<file path="src/rtl/core/tmq_pkg.sv">
// Timed event queue: shared types, constants and codes.
// Depends on nothing; every module in rtl/core imports it.
`timescale 1ns / 1ps

package tmq_pkg;

  localparam int DEPTH = 16;
  localparam int IDX_W = $clog2(DEPTH);
  localparam int CNT_W = $clog2(DEPTH + 1);

  typedef enum logic [1:0] {
    FUNC_ADD      = 2'd0,
    FUNC_CANCEL   = 2'd1,
    FUNC_CONTAINS = 2'd2,
    FUNC_CLEAR    = 2'd3
  } func_t;

  typedef enum logic [1:0] {
    ST_IDLE,
    ST_WALK,
    ST_DONE
  } state_t;

  typedef struct packed {
    func_t       func;
    logic [31:0] delay;
    logic [31:0] event_id;
    logic [63:0] now;
  } req_t;

  typedef struct packed {
    logic        status;
    logic        found;
    logic        head_valid;
    logic [63:0] head_time;
    logic [31:0] head_id;
  } rsp_t;

  typedef struct packed {
    logic [63:0] stamp;
    logic [31:0] tag;
  } entry_t;

  typedef struct packed {
    logic             we;
    logic [IDX_W-1:0] waddr;
    entry_t           wdata;
    logic [IDX_W-1:0] raddr;
  } mem_req_t;

  typedef struct packed {
    logic             busy;
    logic             done;
    logic [CNT_W-1:0] count;
  } eng_stat_t;

endpackage

</file>
<file path="src/rtl/core/tmq_mem.sv">
// Timed event queue: entry store, one write port, one registered read port.
// Depends on tmq_pkg.
`timescale 1ns / 1ps

module tmq_mem (
  input  logic              clk,
  input  tmq_pkg::mem_req_t mem_req,
  output tmq_pkg::entry_t   rdata
);
  import tmq_pkg::*;

  entry_t store [DEPTH];

  always_ff @(posedge clk) begin
    if (mem_req.we) begin
      store[mem_req.waddr] <= mem_req.wdata;
    end
  end

  always_ff @(posedge clk) begin
    rdata <= store[mem_req.raddr];
  end

endmodule

</file>
<file path="src/rtl/core/tmq_walk.sv">
// Timed event queue: sequencer that walks the sorted store one entry a cycle.
// Depends on tmq_pkg; drives tmq_mem through a mem_req_t.
`timescale 1ns / 1ps

module tmq_walk (
  input  logic               clk,
  input  logic               rst,
  input  logic               start,
  input  tmq_pkg::req_t      req,
  input  logic               take,
  input  tmq_pkg::entry_t    rdata,
  output tmq_pkg::mem_req_t  mem_req,
  output tmq_pkg::rsp_t      result,
  output tmq_pkg::eng_stat_t stat
);
  import tmq_pkg::*;

  state_t           state, state_next;
  logic [CNT_W-1:0] count, count_next;
  logic [CNT_W-1:0] pos, pos_next;
  func_t            op, op_next;
  logic [63:0]      ts, ts_next;
  logic [31:0]      id, id_next;
  entry_t           carry, carry_next;
  logic             hit, hit_next;
  logic             status, status_next;
  logic             found, found_next;
  entry_t           head;
  logic [CNT_W-1:0] pos_inc;
  logic [CNT_W-1:0] pos_dec;
  logic             last;

  assign pos_inc = pos + CNT_W'(1);
  assign pos_dec = pos - CNT_W'(1);
  assign last    = (pos == count);

  always_ff @(posedge clk) begin
    if (rst) begin
      state <= ST_IDLE;
      count <= '0;
    end else begin
      state <= state_next;
      count <= count_next;
    end
  end

  always_ff @(posedge clk) begin
    pos    <= pos_next;
    op     <= op_next;
    ts     <= ts_next;
    id     <= id_next;
    carry  <= carry_next;
    hit    <= hit_next;
    status <= status_next;
    found  <= found_next;
  end

  // entry 0 mirrored so the head costs no extra read
  always_ff @(posedge clk) begin
    if (mem_req.we && (mem_req.waddr == '0)) begin
      head <= mem_req.wdata;
    end
  end

  always_comb begin
    state_next    = state;
    count_next    = count;
    pos_next      = pos;
    op_next       = op;
    ts_next       = ts;
    id_next       = id;
    carry_next    = carry;
    hit_next      = hit;
    status_next   = status;
    found_next    = found;
    mem_req.we    = 1'b0;
    mem_req.waddr = pos[IDX_W-1:0];
    mem_req.wdata = carry;
    mem_req.raddr = '0;

    unique case (state)
      ST_IDLE: begin
        if (start) begin
          op_next     = req.func;
          ts_next     = req.now + {32'd0, req.delay};
          id_next     = req.event_id;
          pos_next    = '0;
          hit_next    = 1'b0;
          status_next = 1'b0;
          found_next  = 1'b0;
          state_next  = ST_WALK;
          if (req.func == FUNC_CLEAR) begin
            count_next = '0;
            state_next = ST_DONE;
          end else if ((req.func == FUNC_ADD) && (count == CNT_W'(DEPTH))) begin
            status_next = 1'b1;
            state_next  = ST_DONE;
          end
        end
      end

      ST_WALK: begin
        // rdata holds entry pos; prefetch the next one
        mem_req.raddr = pos_inc[IDX_W-1:0];
        pos_next      = pos_inc;
        if (op == FUNC_ADD) begin
          if (last) begin
            mem_req.we    = 1'b1;
            mem_req.wdata = hit ? carry : entry_t'{stamp: ts, tag: id};
            count_next    = count + CNT_W'(1);
            state_next    = ST_DONE;
          end else if (hit) begin
            // ripple the tail up by one slot
            mem_req.we = 1'b1;
            carry_next = rdata;
          end else if (ts == rdata.stamp) begin
            ts_next = ts + 64'd1;
          end else if (ts < rdata.stamp) begin
            mem_req.we    = 1'b1;
            mem_req.wdata = entry_t'{stamp: ts, tag: id};
            carry_next    = rdata;
            hit_next      = 1'b1;
          end
        end else begin
          if (last) begin
            found_next = hit;
            if ((op == FUNC_CANCEL) && hit) begin
              count_next = count - CNT_W'(1);
            end
            state_next = ST_DONE;
          end else if (hit) begin
            // on cancel, close the gap left by the removed entry
            mem_req.we    = (op == FUNC_CANCEL);
            mem_req.waddr = pos_dec[IDX_W-1:0];
            mem_req.wdata = rdata;
          end else if (rdata.tag == id) begin
            hit_next = 1'b1;
          end
        end
      end

      ST_DONE: begin
        if (take) begin
          state_next = ST_IDLE;
        end
      end

      default: state_next = ST_IDLE;
    endcase
  end

  always_comb begin
    result.status     = status;
    result.found      = found;
    result.head_valid = (count != '0);
    result.head_time  = (count != '0) ? head.stamp : 64'd0;
    result.head_id    = (count != '0) ? head.tag : 32'd0;
  end

  assign stat.busy  = (state != ST_IDLE);
  assign stat.done  = (state == ST_DONE);
  assign stat.count = count;

endmodule

</file>
<file path="src/rtl/core/timed_event_queue_top.sv">
// Timed event queue top level: request/response channels around the sequencer.
// Depends on tmq_pkg, tmq_mem and tmq_walk.
//
// Usage:
//  - Request channel (req_valid/req_stall/req): one beat per operation:
//    add, cancel, contains or clear, with delay, event id and current time.
//  - Response channel (rsp_valid/rsp_stall/rsp): exactly one beat per
//    request, in order: add-dropped status, found flag and the queue head.
//  - Entries sit in a 16-deep synchronous store, kept sorted by timestamp.
//    Add and cancel walk it one entry per cycle, shifting the tail as they go.
//  - Clear and a dropped add go to the response register without a walk;
//    add, cancel and contains first walk the store once over its count
//    entries (count is the number held, at most DEPTH = 16). One request
//    at a time: the next is taken the cycle after the response loads.
//  - req_stall stays high while an operation is in flight or its response
//    cannot yet move into the output register.
//  - A stalled response holds in rsp; the finished operation waits for it.
//  - Reset (rst, synchronous) empties the queue; the store is not cleared.
`timescale 1ns / 1ps

module timed_event_queue_top (
  input  logic          clk,
  input  logic          rst,
  input  logic          req_valid,
  output logic          req_stall,
  input  tmq_pkg::req_t req,
  output logic          rsp_valid,
  input  logic          rsp_stall,
  output tmq_pkg::rsp_t rsp
);
  import tmq_pkg::*;

  mem_req_t  mem_req;
  entry_t    rdata;
  rsp_t      result;
  eng_stat_t stat;
  logic      start;
  logic      take;

  // sequencer takes a request only when idle
  assign req_stall = stat.busy;
  assign start     = req_valid && !req_stall;

  // result moves into the output register when it is free or being drained
  assign take = stat.done && (!rsp_valid || !rsp_stall);

  tmq_mem u_mem (
    .clk     (clk),
    .mem_req (mem_req),
    .rdata   (rdata)
  );

  tmq_walk u_walk (
    .clk     (clk),
    .rst     (rst),
    .start   (start),
    .req     (req),
    .take    (take),
    .rdata   (rdata),
    .mem_req (mem_req),
    .result  (result),
    .stat    (stat)
  );

  always_ff @(posedge clk) begin
    if (rst) begin
      rsp_valid <= 1'b0;
    end else if (take) begin
      rsp_valid <= 1'b1;
    end else if (!rsp_stall) begin
      rsp_valid <= 1'b0;
    end
  end

  always_ff @(posedge clk) begin
    if (take) begin
      rsp <= result;
    end
  end

`ifndef SYNTH
  a_count_range: assert property (@(posedge clk) disable iff (rst)
    stat.count <= CNT_W'(DEPTH))
    else $error("entry count beyond queue depth");

  a_clear_empties: assert property (@(posedge clk) disable iff (rst)
    (start && (req.func == FUNC_CLEAR)) |=> (stat.count == '0))
    else $error("clear did not empty the queue");

  a_count_idle: assert property (@(posedge clk) disable iff (rst)
    (!stat.busy && !start) |=> $stable(stat.count))
    else $error("entry count changed while idle");

  a_done_holds: assert property (@(posedge clk) disable iff (rst)
    (stat.done && !take) |=> stat.done)
    else $error("finished result dropped before the output took it");
`endif

endmodule
</file>
<file path="config.mk">
export PLATFORM = sky130hd
export DESIGN_NAME = timed_event_queue_top
export DESIGN_NICKNAME = d
export VERILOG_FILES = /design/src/rtl/core/tmq_pkg.sv /design/src/rtl/core/tmq_mem.sv /design/src/rtl/core/tmq_walk.sv /design/src/rtl/core/timed_event_queue_top.sv
export SDC_FILE = /design/constraint.sdc
export NUM_CORES = 2
export LEC_CHECK = 0
export BUFFER_PORTS_ARGS = -buffer_cell sky130_fd_sc_hd__buf_2
export CAP_MARGIN = 25
export CORE_ASPECT_RATIO = 0.5
export CORE_MARGIN = 2
export CORE_UTILIZATION = 41
export CTS_BUF_LIST = sky130_fd_sc_hd__clkbuf_16
export DETAILED_ROUTE_END_ITERATION = 7
export PLACE_DENSITY_LB_ADDON = 0.25
export SKIP_CTS_REPAIR_TIMING = 1
export SYNTH_ARGS = -nofsm -noshare
export SYNTH_HDL_FRONTEND = slang
export SYNTH_SLANG_ARGS = --single-unit
</file>
<file path="constraint.sdc">
create_clock -name clk -period 36.2 [get_ports clk]
set_input_delay 7.24 -clock clk [delete_from_list [all_inputs] [get_ports clk]]
set_output_delay 7.24 -clock clk [all_outputs]
set_load 0.05 [all_outputs]
</file>
==> impl_metrics.json <==
{
  "grt_antenna_before_repair": 10,
  "grt_start_max_net_pins": 172,
  "syn_inst": 5450,
  "design_area_sq_um": 87400,
  "die-height_um": 311,
  "finalSetupViolations": 0,
  "hp-class": "flip-flop to flip-flop",
  "finalWirelength_um": 227000,
  "ys.flop_type": "edfxtp_1",
  "synth_top_family_by_area": "compound AO/OA/AOI/OAI gates",
  "ir_worst_vdd_v": 0.0000568,
  "drv_slew": 0,
  "ios": 235,
  "syn-mean-instance-area_sq_um": 14.2,
  "r2r_slack_ps": 30100,
  "end_kind": "flip-flop",
  "tightest_slew_ps": 1210,
  "total_power_mw": 5.04,
  "grt_first_pass_wirelength_um": 329000,
  "yosysWarnings": 0,
  "clk_pin_slew_ps": 60,
  "worst_setup_path_startpoint": "req[0]",
  "routedWlPerCell_um": 27.4,
  "grt_overflow": 0,
  "cts_max_path_buffers": 3,
  "drt-vias-per-instance": 6.02,
  "maxSlewHeadroom_pct": 19.5,
  "area_growth_pct": 12.9,
  "synth_fa_ha_area_share_pct": 1.70,
  "dr.pass1.iters": 7,
  "worstReg2RegEnd": "u_mem.store[9][1]",
  "die_w_um": 619,
  "power_density_nw_per_um2": 57.7,
  "status": "finished, final reports clean",
  "hold_ws_ps": 433,
  "cp.arrival_ps": 11130,
  "syn_nets": 5688,
  "start_util_pct": 41.4,
  "worst_slack_ps": 25590,
  "dr_total_vias": 49893,
  "gp_congestion": 0.874,
  "ant_nets": 0,
  "crit_required_ps": 36710,
  "port_buffers": 234,
  "ys_ff_latch": 1941,
  "dp_slack_ps": 24950,
  "reg2reg_depth": 14,
  "async_flop_share_pct": 0,
  "endpoint": "u_walk.ts[56]",
  "cap_violations": 0,
  "yosysSeqAreaShare_pct": 73.9,
  "nFillCells": 16142,
  "rsz0062_at_grt": "no",
  "seqCellArea_sq_um": 57200,
  "cts_sinks": 1941,
  "min_period_over_period_pct": 29.3,
  "critPathLaunchType": "primary input",
  "yosysUniqueCellTypes": 66,
  "synth.area.mux_share_pct": 0.0533,
  "drcViolationCount": 0,
  "path_class": "primary input to flip-flop",
  "cts_tree": "built",
  "drt_iter0_drc": 5406,
  "design.core.area_sq_um": 187000,
  "cts_max_level": 4,
  "synth_compound_area_share_pct": 11.5,
  "nets": 5861,
  "multi_input_area_sq_um": 18700,
  "synth_edf_count": 1837,
  "hold_violations": 0,
  "layout-drive-gt1-share_pct": 11.3,
  "syn_area_sq_um": 77500,
  "dieArea_sq_um": 193000,
  "crit_fanout": 9,
  "post_dp_cell_area_sq_um": 81600,
  "cts_made_buffers": 174,
  "track_usage_pct": 22.9,
  "skew_ps": 34.2,
  "power.leakage_nw": 29.0,
  "grt_pass1_vias": 49259,
  "dpl.hpwl_um": 120000,
  "period_needed_ps": 10610,
  "max_freq_mhz": 94.2,
  "row_count": 112,
  "yosys.area_share.simple_pct": 8.80,
  "timing.rr.start": "u_walk.ts[21]",
  "clk_latency_ps": 830,
  "finalSetupTns_ps": 0,
  "synthXorXnorAreaFrac_pct": 1.80,
  "root_buffer": "clkbuf_16"
}
[synth_stat cells (all sizes together), types with 2 or more instances]
library cell / instances / area, sq um
or3: 4 / 25.0
a21o: 34 / 255
a22oi: 2 / 15.0
edfxtp: 1837 / 55200
nor4b: 9 / 78.8
a311oi: 288 / 2520
o2111ai: 2 / 17.5
clkbuf: 327 / 1230
a211oi: 6 / 45.0
and2: 41 / 257
or2: 8 / 50.1
and4: 13 / 114
buf: 34 / 181
and3: 28 / 175
fa: 2 / 40.0
o21bai: 4 / 30.0
o21ai: 71 / 359
o211ai: 3 / 22.5
inv: 88 / 330
mux2i: 3 / 30.0
a21oi: 265 / 1330
a31oi: 106 / 669
dfxtp: 104 / 2080
nor2b: 108 / 676
o21a: 5 / 37.5
nor4: 76 / 475
o31ai: 8 / 60.1
xnor2: 75 / 657
nand3: 58 / 290
nor3b: 3 / 32.5
a21boi: 10 / 75.1
nor3: 126 / 647
nor2: 77 / 289
ha: 102 / 1280
nand4: 36 / 238
xor2: 84 / 736
a221o: 96 / 961
or4: 5 / 37.5
nand2b: 12 / 75.1
o22ai: 388 / 2430
nand2: 889 / 3340
a2bb2oi: 2 / 17.5
[per-stage QoR]
| step | std cells | util [%] |
|---|---|---|
| floorplan | 5450 | - |
| global placement | 7945 | 43.6 |
| detailed placement | 7950 | 43.6 |
| CTS | 8277 | 46.7 |
| global route | 8288 | 46.7 |
| finish | 8288 | 46.7 |
[power by group]
group	internal [mW]	total [mW]	leakage (nW)	switching, mW
logic	0.169	0.571	8.62	0.402
clock network	1.03	1.85	2.97	0.825
registers	2.57	2.62	17.4	0.0508
total	3.76	5.04	29.0	1.28
[registers in the layout, indices dropped and copies added, names as in the netlist]
register       cells
u_mem.store     1505
u_walk.count       5
u_walk.found       1
u_walk.ts         64
u_walk.pos         5
rsp               99
u_walk.id         32
u_walk.hit         1
u_walk.head       31
u_walk.carry      96
u_mem.rdata       96
u_walk.status      1
u_walk.op          2
u_walk.state       2
rsp_valid          1
[area by class of cell]
cell class | instances | share of cell area, %
Clock buffer | 177 | 5.07
Multi-Input combinational cell | 3059 | 21.4
Sequential cell | 1941 | 65.5
Inverter | 89 | 0.405
Clock inverter | 150 | 1.43
Tap cell | 2508 | 3.59
Timing Repair Buffer | 358 | 2.63
Antenna cell | 6 | 0.0172
[metal layers]
| layer | track usage [%] | wire, um | share of wire [%] | vias to the layer above |
|---|---|---|---|---|
| met5 | 0 | 21 | 0.0092 | - |
| met2 | 37.9 | 109000 | 48 | 2229 |
| li1 | - | - | - | 21638 |
| met1 | 30.7 | 92900 | 41 | 25631 |
| met3 | 3.19 | 16600 | 7.3 | 391 |
| met4 | 9.01 | 8560 | 3.8 | 4 |
[cells by family after synthesis]
family	count (synthesis)
AOI/OAI and AO/OA	1297
muxes	4
buffers and inverters	450
DFF	1941
xor gates and xnor gates	159
adders and majority gates	104
and+or+nand+nor	1495
[worst max-delay path, cell delays in order]
cell       delay, ps
buf_2             80
ha_1             150
inv_1             60
fa_1             380
nand2b_1         200
a21oi_1          930
o2111ai_1        310
a211oi_1         390
o21ai_0          210
a21boi_1         690
nand3_1          190
xor2_1           190
o21ai_0           90
[cell usage in the layout (no fill, tap or decap), types with 73 or more instances in the layout]
cell type  count
nor4_1        73
buf_2        234
o22ai_1      388
a311oi_1     288
clkbuf_16    177
nand2_1      883
a21oi_1      263
a221o_1       96
edfxtp_1    1837
nor2b_1      107
ha_1         102
xnor2_1       75
xor2_1        84
buf_4        110
inv_1        140
nor3_1       115
dfxtp_1      104
nor2_1        75
a31oi_1      105
[worst min path at each step]
stage,start,to,slack [ps],cells after the start
global placement,u_mem.rdata[76],u_walk.carry[76],420,0
floorplan,u_walk.found,rsp[97],400,0
global route,u_mem.rdata[73],u_walk.carry[73],440,0
detailed placement,u_mem.rdata[61],u_walk.carry[61],410,0
CTS,u_mem.rdata[71],u_walk.carry[71],430,0
finish,u_mem.rdata[36],u_walk.carry[36],430,0
Power figures use the tool's default switching activity.
